[src/sv/assert_macros.svh]
// assertion macros shared by the rtl
// no dependencies
`ifndef ASSERT_MACROS_SVH
`define ASSERT_MACROS_SVH
// property holds at every edge outside reset
`define ASSERT_ALWAYS(label, clk, rst_n, prop, msg) \
  label: assert property (@(posedge clk) disable iff (!rst_n) (prop)) else $error(msg);
// antecedent implies consequent on the next edge
`define ASSERT_NEXT(label, clk, rst_n, ante, cons, msg) \
  label: assert property (@(posedge clk) disable iff (!rst_n) (ante) |=> (cons)) else $error(msg);
`endif

[src/sv/skvt_pkg.sv]
// shared types and constants for the sorted key-value table
// no dependencies
package skvt_pkg;
  localparam int unsigned TableDepth = 256;
  localparam int unsigned AddrW = $clog2(TableDepth);
  localparam int unsigned CntW = $clog2(TableDepth + 1);

  typedef enum logic [1:0] {
    FUNC_SET = 2'd0, FUNC_LOOKUP = 2'd1, FUNC_READ = 2'd2, FUNC_DELETE = 2'd3
  } func_e;

  typedef enum logic {CFG_ORDERED = 1'b0, CFG_SCAN = 1'b1} cfg_idx_e;

  typedef struct packed {
    logic [1:0] func;
    logic signed [31:0] key;
    logic [31:0] value;
    logic [7:0] index;
  } req_t;

  typedef struct packed {
    logic found;
    logic [7:0] position;
    logic signed [31:0] out_key;
    logic [31:0] out_value;
    logic [8:0] entry_count;
    logic cache_hit;
    logic table_full;
  } rsp_t;

  typedef enum logic [3:0] {
    OP_IDLE, OP_LOAD, OP_RD_MID, OP_BS_CMP, OP_RD_PTR, OP_LIN_CMP, OP_INS_PREP,
    OP_RD_PREV, OP_WR_UP, OP_WRITE, OP_RD_LOC, OP_CAPTURE, OP_RD_NEXT, OP_WR_DN,
    OP_RESULT
  } op_e;

  // command from controller to datapath
  typedef struct packed {
    op_e op;
  } dp_cmd_t;

  // status from datapath to controller
  typedef struct packed {
    func_e func;
    logic hit;
    logic match;
    logic full;
    logic idx_ok;
    logic bs_done;
    logic lin_done;
    logic ins_done;
    logic del_done;
  } dp_sts_t;
endpackage

[src/sv/skvt_ctrl.sv]
// controller state machine sequencing search, shift and result
// depends on skvt_pkg
module skvt_ctrl import skvt_pkg::*; (
  input  logic    clk_i,
  input  logic    rst_ni,
  input  logic    start_i,
  input  logic    ordered_i,
  input  logic    scan_i,
  input  dp_sts_t sts_i,
  output dp_cmd_t cmd_o,
  output logic    busy_o,
  output logic    strobe_o
);
  typedef enum logic [3:0] {
    S_IDLE, S_DISPATCH, S_BS, S_BS_CMP, S_LIN, S_LIN_CMP, S_SET_DEC, S_SH_CHK,
    S_SH_WR, S_WRITE, S_FETCH, S_FETCH_CAP, S_DEL_CHK, S_DEL_WR, S_RESULT
  } state_e;

  state_e state_q;

  always_comb begin
    cmd_o.op = OP_IDLE;
    case (state_q)
      S_IDLE: cmd_o.op = start_i ? OP_LOAD : OP_IDLE;
      S_BS: cmd_o.op = OP_RD_MID;
      S_BS_CMP: cmd_o.op = OP_BS_CMP;
      S_LIN: cmd_o.op = OP_RD_PTR;
      S_LIN_CMP: cmd_o.op = OP_LIN_CMP;
      S_SET_DEC: cmd_o.op = OP_INS_PREP;
      S_SH_CHK: cmd_o.op = OP_RD_PREV;
      S_SH_WR: cmd_o.op = OP_WR_UP;
      S_WRITE: cmd_o.op = OP_WRITE;
      S_FETCH: cmd_o.op = OP_RD_LOC;
      S_FETCH_CAP: cmd_o.op = OP_CAPTURE;
      S_DEL_CHK: cmd_o.op = OP_RD_NEXT;
      S_DEL_WR: cmd_o.op = OP_WR_DN;
      S_RESULT: cmd_o.op = OP_RESULT;
      default: cmd_o.op = OP_IDLE;
    endcase
  end

  always_ff @(posedge clk_i or negedge rst_ni) begin
    if (!rst_ni) begin
      state_q <= S_IDLE;
      busy_o <= 1'b0;
      strobe_o <= 1'b0;
    end else begin
      strobe_o <= 1'b0;
      case (state_q)
        S_IDLE: if (start_i) begin
          busy_o <= 1'b1;
          state_q <= S_DISPATCH;
        end
        S_DISPATCH: begin
          case (sts_i.func)
            FUNC_SET: state_q <= (sts_i.hit || !ordered_i) ? S_SET_DEC : S_BS;
            FUNC_LOOKUP: begin
              if (sts_i.hit) state_q <= S_FETCH;
              else if (ordered_i) state_q <= S_BS;
              else if (scan_i) state_q <= S_LIN;
              else state_q <= S_RESULT;
            end
            default: state_q <= sts_i.idx_ok ? S_FETCH : S_RESULT;
          endcase
        end
        S_BS: begin
          if (!sts_i.bs_done) state_q <= S_BS_CMP;
          else if (sts_i.func == FUNC_SET) state_q <= S_SET_DEC;
          else state_q <= S_RESULT;
        end
        S_BS_CMP: state_q <= S_BS;
        S_LIN: state_q <= sts_i.lin_done ? S_RESULT : S_LIN_CMP;
        S_LIN_CMP: state_q <= S_LIN;
        S_SET_DEC: begin
          // replace, drop on a full table, or open a slot by shifting up
          if (ordered_i && sts_i.match) state_q <= S_WRITE;
          else if (sts_i.full) state_q <= S_RESULT;
          else state_q <= S_SH_CHK;
        end
        S_SH_CHK: state_q <= sts_i.ins_done ? S_WRITE : S_SH_WR;
        S_SH_WR: state_q <= S_SH_CHK;
        S_WRITE: state_q <= S_RESULT;
        S_FETCH: state_q <= S_FETCH_CAP;
        S_FETCH_CAP: state_q <= (sts_i.func == FUNC_DELETE) ? S_DEL_CHK : S_RESULT;
        S_DEL_CHK: state_q <= sts_i.del_done ? S_RESULT : S_DEL_WR;
        S_DEL_WR: state_q <= S_DEL_CHK;
        S_RESULT: begin
          strobe_o <= 1'b1;
          busy_o <= 1'b0;
          state_q <= S_IDLE;
        end
        default: state_q <= S_IDLE;
      endcase
    end
  end
endmodule
[config.mk]
export PLATFORM = sky130hd
export DESIGN_NAME = skvt_ctrl
export DESIGN_NICKNAME = d
export VERILOG_FILES = /design/src/sv/assert_macros.svh /design/src/sv/skvt_pkg.sv /design/src/sv/skvt_ctrl.sv
export SDC_FILE = /design/constraint.sdc
export NUM_CORES = 1
export LEC_CHECK = 0
export ABC_CLOCK_PERIOD_IN_PS = 1200
export BUFFER_PORTS_ARGS = -buffer_cell sky130_fd_sc_hd__buf_2
export CORE_MARGIN = 3
export CORE_UTILIZATION = 42
export CTS_CLUSTER_SIZE = 16
export DETAILED_ROUTE_END_ITERATION = 8
export GPL_TIMING_DRIVEN = 0
export PLACE_DENSITY = 0.73
export REMOVE_ABC_BUFFERS = 1
export SYNTH_ARGS = -nofsm -noshare
export SYNTH_HDL_FRONTEND = slang
export SYNTH_SLANG_ARGS = --single-unit
export TNS_END_PERCENT = 5
[constraint.sdc]
create_clock -name clk_i -period 1.2 [get_ports clk_i]
set_input_delay 0.06 -clock clk_i [delete_from_list [all_inputs] [get_ports clk_i]]
set_output_delay 0.06 -clock clk_i [all_outputs]
set_load 0.02 [all_outputs]
==> metrics.csv, run 1 <==
stage,metric,value,unit
routing,antenna-violating nets left,0,
grt,first-pass GRT wire length,2680,um
timing,Final setup viols,8,
grt,Tot GR Track Use,19.2,%
grt,initial antenna violation count,0,
worst_setup_path,crit-path max cell delay,0.46,ns
timing,RSZ-0062 raised after global routing,true,
outcome,failing checks,negative setup slack,
die,die height,42.4,um
timing,Period minus WS final,1.36,ns
clock_tree,clock slew at reported path FFs,0.04,ns
synth,"area leader, netlist",dfrtp_1,
worst_setup_path,critical path peak fanout,6,
clock_tree,Num Clock Sinks,6,
timing,Max-slew headroom,78.2,%
synth,Syn. warnings,0,
die,die area,1800,sq um
routing,Pre-antenna DRT Iters,4,
timing,Clock Skew,0.00374,ns
timing,worst-margin pin slew,0.323,ns
clock_tree,worst-case clock buffer depth,2,
worst_setup_path,highest-delay cell along the critical path,dfrtp_2,
synth,Syn Area/Cell,7.51,sq um
power_and_ir_drop,PwrDens,2800,nW/um^2
clock_tree,TritonCTS Buffers,3,
timing,final count of hold timing violations,0,
power_and_ir_drop,Peak VDD IR,0.00173,V
grt,vias in the first global route,628,
cells_and_area,"commonest non-fill, non-tap cell in the layout",buf_2,
timing,count of final max-slew check failures,0,
worst_setup_path,critical-path cell list,buf_6 > a2111oi_4 > a21oi_2 > a221oi_2,
placement,HPWL after DPL,1040,um
worst_setup_path,CP startpoint kind,flop,
synth,Mapped Area,556,sq um
cells_and_area,fin nets,124,
cells_and_area,most frequent cells in the layout,"16 x buf_2, 14 x buf_4, 9 x nor2_1, 7 x o21ai_0",
worst_setup_path,Worst EP required,1.35,ns
synth,Cells after Synth,74,
die,row cnt,12,
placement,gpl congestion,0.838,
power_and_ir_drop,part of the power in the clock network,7.5,%
worst_setup_path,reg2reg path depth,4,
die,Starting Density,47.4,%
cells_and_area,number of filler cells placed in the layout,90,
worst_setup_path,Worst R2R End,state_q[0],
clock_tree,Worst-Skew Late Latency,0.24,ns
placement,# port buffers,20,
clock_tree,H-tree levels,1,
timing,setup TNS,-0.840,ns
worst_setup_path,Buffers & Inverters on Critical Path,1,
routing,DR WL/cell,14.1,um
synth,Post-synth EDFFs,0,
synth,"top cells by area, synth","dfrtp_1 27%, o21ai_0 8.1%, nor2_1 7.4%",
job,max-cap viol count,0,
cells_and_area,P&R area growth vs syn,56.8,%
timing,fin worst setup slack,-0.161,ns
outcome,status,finished with violations,
power_and_ir_drop,Seq pwr share,18.8,%
routing,DR vias,708,
power_and_ir_drop,switching pwr,1.15,mW
die,core box area,1170,sq um
timing,fin crit share,113,%
routing,vias per cell,5.85,
synth,number of synthesized register bits,6,
power_and_ir_drop,Net Sw Frac,47.2,%
timing,Max Fclk,735,MHz
synth,share of synthesized registers carrying an async set or reset,100,%
worst_setup_path,Crit Path Class,reg -> reg,
synth,post-synth cell types,28,
worst_setup_path,Crit. End Element,flop,
worst_setup_path,CP arrival,1.51,ns
routing,DRC Markers,0,
grt,total congestion overflow,0,
synth,area share of the largest cell type after synthesis,27.0,%
synth,sequential cell area fraction in the yosys report,27.0,%
routing,drt initial violations,8,
grt,largest net degree at the start of global routing,12,
synth,Synth Flop Type,dfrtp_1,
die,Ports,21,
worst_setup_path,R2R setup slack,-0.16,ns
power_and_ir_drop,Pleak,0.377,nW
power_and_ir_drop,Int Pwr,1.29,mW
clock_tree,Clk Tree Root Cell,clkbuf_4,
power_and_ir_drop,Combinational Power Share,73.8,%
die,Die X-Extent,42.4,um
cells_and_area,final core occ,74.4,%
clock_tree,CTS tree,built,
cells_and_area,# diodes,0,
worst_setup_path,Reg-to-Reg Start,state_q[3],
worst_setup_path,crit-path leading delay family,compound AO/OA/AOI/OAI gates,
routing,Total Wirelength,1710,um
min_path,Hold Crit Class,in -> async,
cells_and_area,share of cells above drive strength 1,50.5,%
-- logic make-up after synthesis --
kind of cell	after synthesis	share of synthesized area, %
compound gates	32	42.3
buf+inv	11	8.33
mux	1	1.80
flops	6	27.0
simple gates	24	20.5
-- through the flow --
step / total power, mW / cells / instance area (sq um) / hold slack [ns] / setup WS (ns)
2_1_floorplan: 1.26 / 69 / 532 / -0.236 / -0.205
3_3_place_gp: 1.57 / 103 / 649 / -0.117 / -0.338
3_5_place_dp: 1.57 / 103 / 649 / -0.114 / -0.364
4_1_cts: 2.14 / 119 / 798 / 0.160 / -0.156
5_1_grt: 2.63 / 121 / 871 / 0.161 / -0.233
6_report: 2.44 / 121 / 871 / 0.160 / -0.161
-- routing by layer --
metal	routed length (um)	GRT usage [%]
met1	751	24.8
met3	144	8.15
met5	0	0
met4	0	3.73
met2	811	29.8
-- worst register-to-register path: stages, from the launching register on --
cell and delay, ns:
dfrtp_2 0.46, buf_6 0.16, a2111oi_4 0.35, a21oi_2 0.06, a221oi_2 0.24
-- final cells by class --
type                       instances  area, sq um  area share [%]
multi-input combinational         57          413            47.4
clock buffer                       3         22.5            2.59
inverter                           6         22.5            2.59
timing repair buffer              35          240            27.6
sequential                         6          155            17.8
tap                               14         17.5            2.01
-- repair_timing --
action	in CTS	in global routing
buffers inserted	12	2
hold buffers	1	0
setup endpoints to repair	9	8
hold endpoints to repair	6	0
gates resized for setup	11	15
pin swaps	2	1
-- state kept, by name, summed over array words and instances, names as in the netlist --
register	count
busy_o	1
state_q	4
strobe_o	1
-- worst max path at each step --
stage,startpoint,end,slack [ns],cells after the start
6_report,state_q[3],state_q[0],-0.16,4
5_1_grt,state_q[1],state_q[1],-0.23,5
4_1_cts,state_q[3],state_q[0],-0.16,4
3_5_place_dp,state_q[1],state_q[0],-0.36,4
3_3_place_gp,state_q[1],state_q[0],-0.34,4
2_1_floorplan,state_q[3],cmd_o[0],-0.21,4
-- synthesized netlist by cell type, types with 2 or more instances --
library cell  number
o32ai_1            2
inv_1              6
dfrtp_1            6
a21oi_2            2
nand2_1            2
a21oi_1            6
nor2_1            11
o21ai_0            9
a31oi_1            4
nor3_1             2
nor2b_1            2
buf_2              4
nand2b_1           2
nand3_1            2
-- power by group through the flow --
stage / Combinational (mW) / Clock, mW / Sequential (mW)
after floorplan: 0.742 / 0 / 0.515
after global placement: 1.01 / 0 / 0.558
after detailed placement: 1.01 / 0 / 0.558
after CTS: 1.46 / 0.190 / 0.487
after global routing: 1.94 / 0.210 / 0.477
final: 1.80 / 0.183 / 0.458
Note: power is estimated with default switching activity, not from simulation.
==> run 2: changes to the inputs <==
--- a/config.mk
+++ b/config.mk
@@ -14,6 +14,7 @@
 export GPL_TIMING_DRIVEN = 0
 export PLACE_DENSITY = 0.73
 export REMOVE_ABC_BUFFERS = 1
+export SETUP_SLACK_MARGIN = 0.5
 export SYNTH_ARGS = -nofsm -noshare
 export SYNTH_HDL_FRONTEND = slang
 export SYNTH_SLANG_ARGS = --single-unit
==> metrics.csv, run 2 (synthesized netlist as in run 1, its figures left out) <==
stage,metric,value,unit,change
clock_tree,clock slew at reported path FFs,0.05,ns,was 0.04 ns
cells_and_area,final core occ,75.2,%,was 74.4%
routing,vias per cell,6.04,,was 5.85
cells_and_area,share of cells above drive strength 1,50.0,%,was 50.5%
timing,Max Fclk,723,MHz,was 735 MHz
timing,fin crit share,115,%,was 113%
clock_tree,CTS tree,built,,unchanged
routing,Pre-antenna DRT Iters,4,,unchanged
clock_tree,TritonCTS Buffers,3,,unchanged
worst_setup_path,crit-path leading delay family,compound AO/OA/AOI/OAI gates,,unchanged
cells_and_area,fin nets,125,,was 124
die,die area,1800,sq um,unchanged
routing,Total Wirelength,1860,um,was 1710 um
worst_setup_path,CP arrival,1.54,ns,was 1.51 ns
die,row cnt,12,,unchanged
power_and_ir_drop,Pleak,0.384,nW,was 0.377 nW
power_and_ir_drop,total power,2.48,mW,was 2.44 mW
worst_setup_path,critical path peak fanout,11,,was 6
placement,placed inst area,649,sq um,unchanged
cells_and_area,most frequent cells in the layout,"16 x buf_2, 13 x buf_4, 9 x nor2_1",,"was 16 x buf_2, 14 x buf_4, 9 x nor2_1, 7 x o21ai_0"
timing,worst hold slack,0.155,ns,was 0.160 ns
placement,# port buffers,20,,unchanged
grt,first-pass GRT wire length,3040,um,was 2680 um
clock_tree,H-tree levels,1,,unchanged
cells_and_area,Finished Cell Area,881,sq um,was 871 sq um
worst_setup_path,Buffers & Inverters on Critical Path,0,,was 1
timing,Period minus WS final,1.38,ns,was 1.36 ns
die,Die X-Extent,42.4,um,unchanged
routing,drt initial violations,27,,was 8
timing,Max-slew headroom,78.2,%,about the same
cells_and_area,P&R area growth vs syn,58.6,%,was 56.8%
cells_and_area,"commonest non-fill, non-tap cell in the layout",buf_2,,unchanged
worst_setup_path,highest-delay cell along the critical path,dfrtp_2,,unchanged
timing,Final setup viols,8,,unchanged
min_path,Hold Crit Class,in -> async,,unchanged
outcome,status,finished with violations,,unchanged
cells_and_area,fin cells,122,,was 121
clock_tree,Num Clock Sinks,6,,unchanged
outcome,failing checks,negative setup slack,,unchanged
die,core box area,1170,sq um,unchanged
clock_tree,Worst-Skew Late Latency,0.26,ns,was 0.24 ns
grt,total congestion overflow,0,,unchanged
routing,DR vias,737,,was 708
timing,RSZ-0062 raised after global routing,true,,unchanged
cells_and_area,# diodes,0,,unchanged
clock_tree,worst-case clock buffer depth,2,,unchanged
job,max-cap viol count,0,,unchanged
cells_and_area,Largest regs,"state_q x4, busy_o x1, strobe_o x1",,unchanged
worst_setup_path,CP startpoint kind,flop,,unchanged
grt,initial antenna violation count,0,,unchanged
placement,dpl cells,103,,unchanged
timing,Clock Skew,0.0101,ns,was 0.00374 ns
timing,worst-margin pin slew,0.326,ns,was 0.323 ns
die,Ports,21,,unchanged
placement,HPWL after DPL,1040,um,unchanged
grt,Tot GR Track Use,21.7,%,was 19.2%
power_and_ir_drop,Peak VDD IR,0.00149,V,was 0.00173 V
worst_setup_path,Worst EP required,1.36,ns,was 1.35 ns
routing,DRC Markers,0,,unchanged
die,die height,42.4,um,unchanged
worst_setup_path,Crit Path Class,reg -> reg,,unchanged
cells_and_area,number of flip-flops in the largest register,4,,unchanged
timing,final count of hold timing violations,0,,unchanged
grt,largest net degree at the start of global routing,12,,unchanged
die,Starting Density,47.4,%,unchanged
cells_and_area,number of filler cells placed in the layout,85,,was 90
power_and_ir_drop,PwrDens,2810,nW/um^2,was 2800 nW/um^2
worst_setup_path,Crit. End Element,flop,,unchanged
placement,gpl congestion,0.838,,unchanged
grt,vias in the first global route,697,,was 628
routing,DR WL/cell,15.2,um,was 14.1 um
worst_setup_path,critical-path cell list,nand2_1 > a2111oi_4 > a21oi_2 > a221oi_2,,was buf_6 > a2111oi_4 > a21oi_2 > a221oi_2
clock_tree,Clk Tree Root Cell,clkbuf_4,,unchanged
worst_setup_path,crit-path max cell delay,0.50,ns,was 0.46 ns
timing,count of final max-slew check failures,0,,unchanged
routing,antenna-violating nets left,0,,unchanged
timing,fin worst setup slack,-0.183,ns,was -0.161 ns
cells_and_area,most flop-heavy register,state_q,,unchanged
[run 2: changes by cell type in the layout (fill, tap and decap cells not counted)]
cell       before  now
a2111oi_1       0    1
buf_4          14   13
o21ai_1         2    3
a2111oi_2       1    0
o21ai_0         7    6
buf_6           4    6
[run 2: worst register-to-register path: stages (launching register included)]
cell and delay (ns):
dfrtp_2 0.50, nand2_1 0.17, a2111oi_4 0.33, a21oi_2 0.06, a221oi_2 0.24
[run 2: path summary, 6_finish.rpt]
path                                  from  cells after the start          to  slack [ns]
worst min register to register      busy_o                      2      busy_o        0.60
min in group clk_i                 start_i                      3  state_q[0]        0.16
worst min-delay path                rst_ni                      2      busy_o        0.15
max in group asynchronous           rst_ni                      2  state_q[1]        0.88
worst max-delay path            state_q[1]                      4  state_q[0]       -0.18
worst max register to register  state_q[1]                      4  state_q[0]       -0.18
[run 2: metal layers]
metal  wire length [um]  vias to the layer above  global-route usage (%)
li1                   -                      341                       -
met1                742                      347                    25.3
met2                926                       45                    35.6
met3                166                        4                    9.01
met4                 20                        0                    7.45
met5                  0                        -                       0
[run 2: metrics by stage]
step | worst slack, ns | TNS [ns]
floorplan | -0.205 | -0.382
global placement | -0.338 | -1.36
detailed placement | -0.364 | -1.41
CTS | -0.156 | -0.631
global route | -0.236 | -1.48
finish | -0.183 | -0.982
[run 2: final cells by class]
cell class                      count  area [sq um]  share of cell area [%]
Clock buffer                        3          22.5                    2.56
Inverter                            6          22.5                    2.56
Sequential cell                     6           155                    17.6
Timing Repair Buffer               36           255                    29.0
Multi-Input combinational cell     57           408                    46.3
Tap cell                           14          17.5                    1.99
[run 2: timing repair]
action / CTS / global route
endpoints found under the hold margin: 6 / 0
setup endpoints to repair: 12 / 12
hold buffers: 1 / 0
resized for setup: 18 / 8
pin swaps: 3 / 2
buffers inserted: 12 / 3
[run 2: power breakdown]
group          total (mW)  switching (mW)  internal [mW]  leakage, nW
clock network       0.196          0.0825          0.114       0.0138
logic                1.77           0.892          0.877        0.303
registers           0.513           0.202          0.311       0.0665
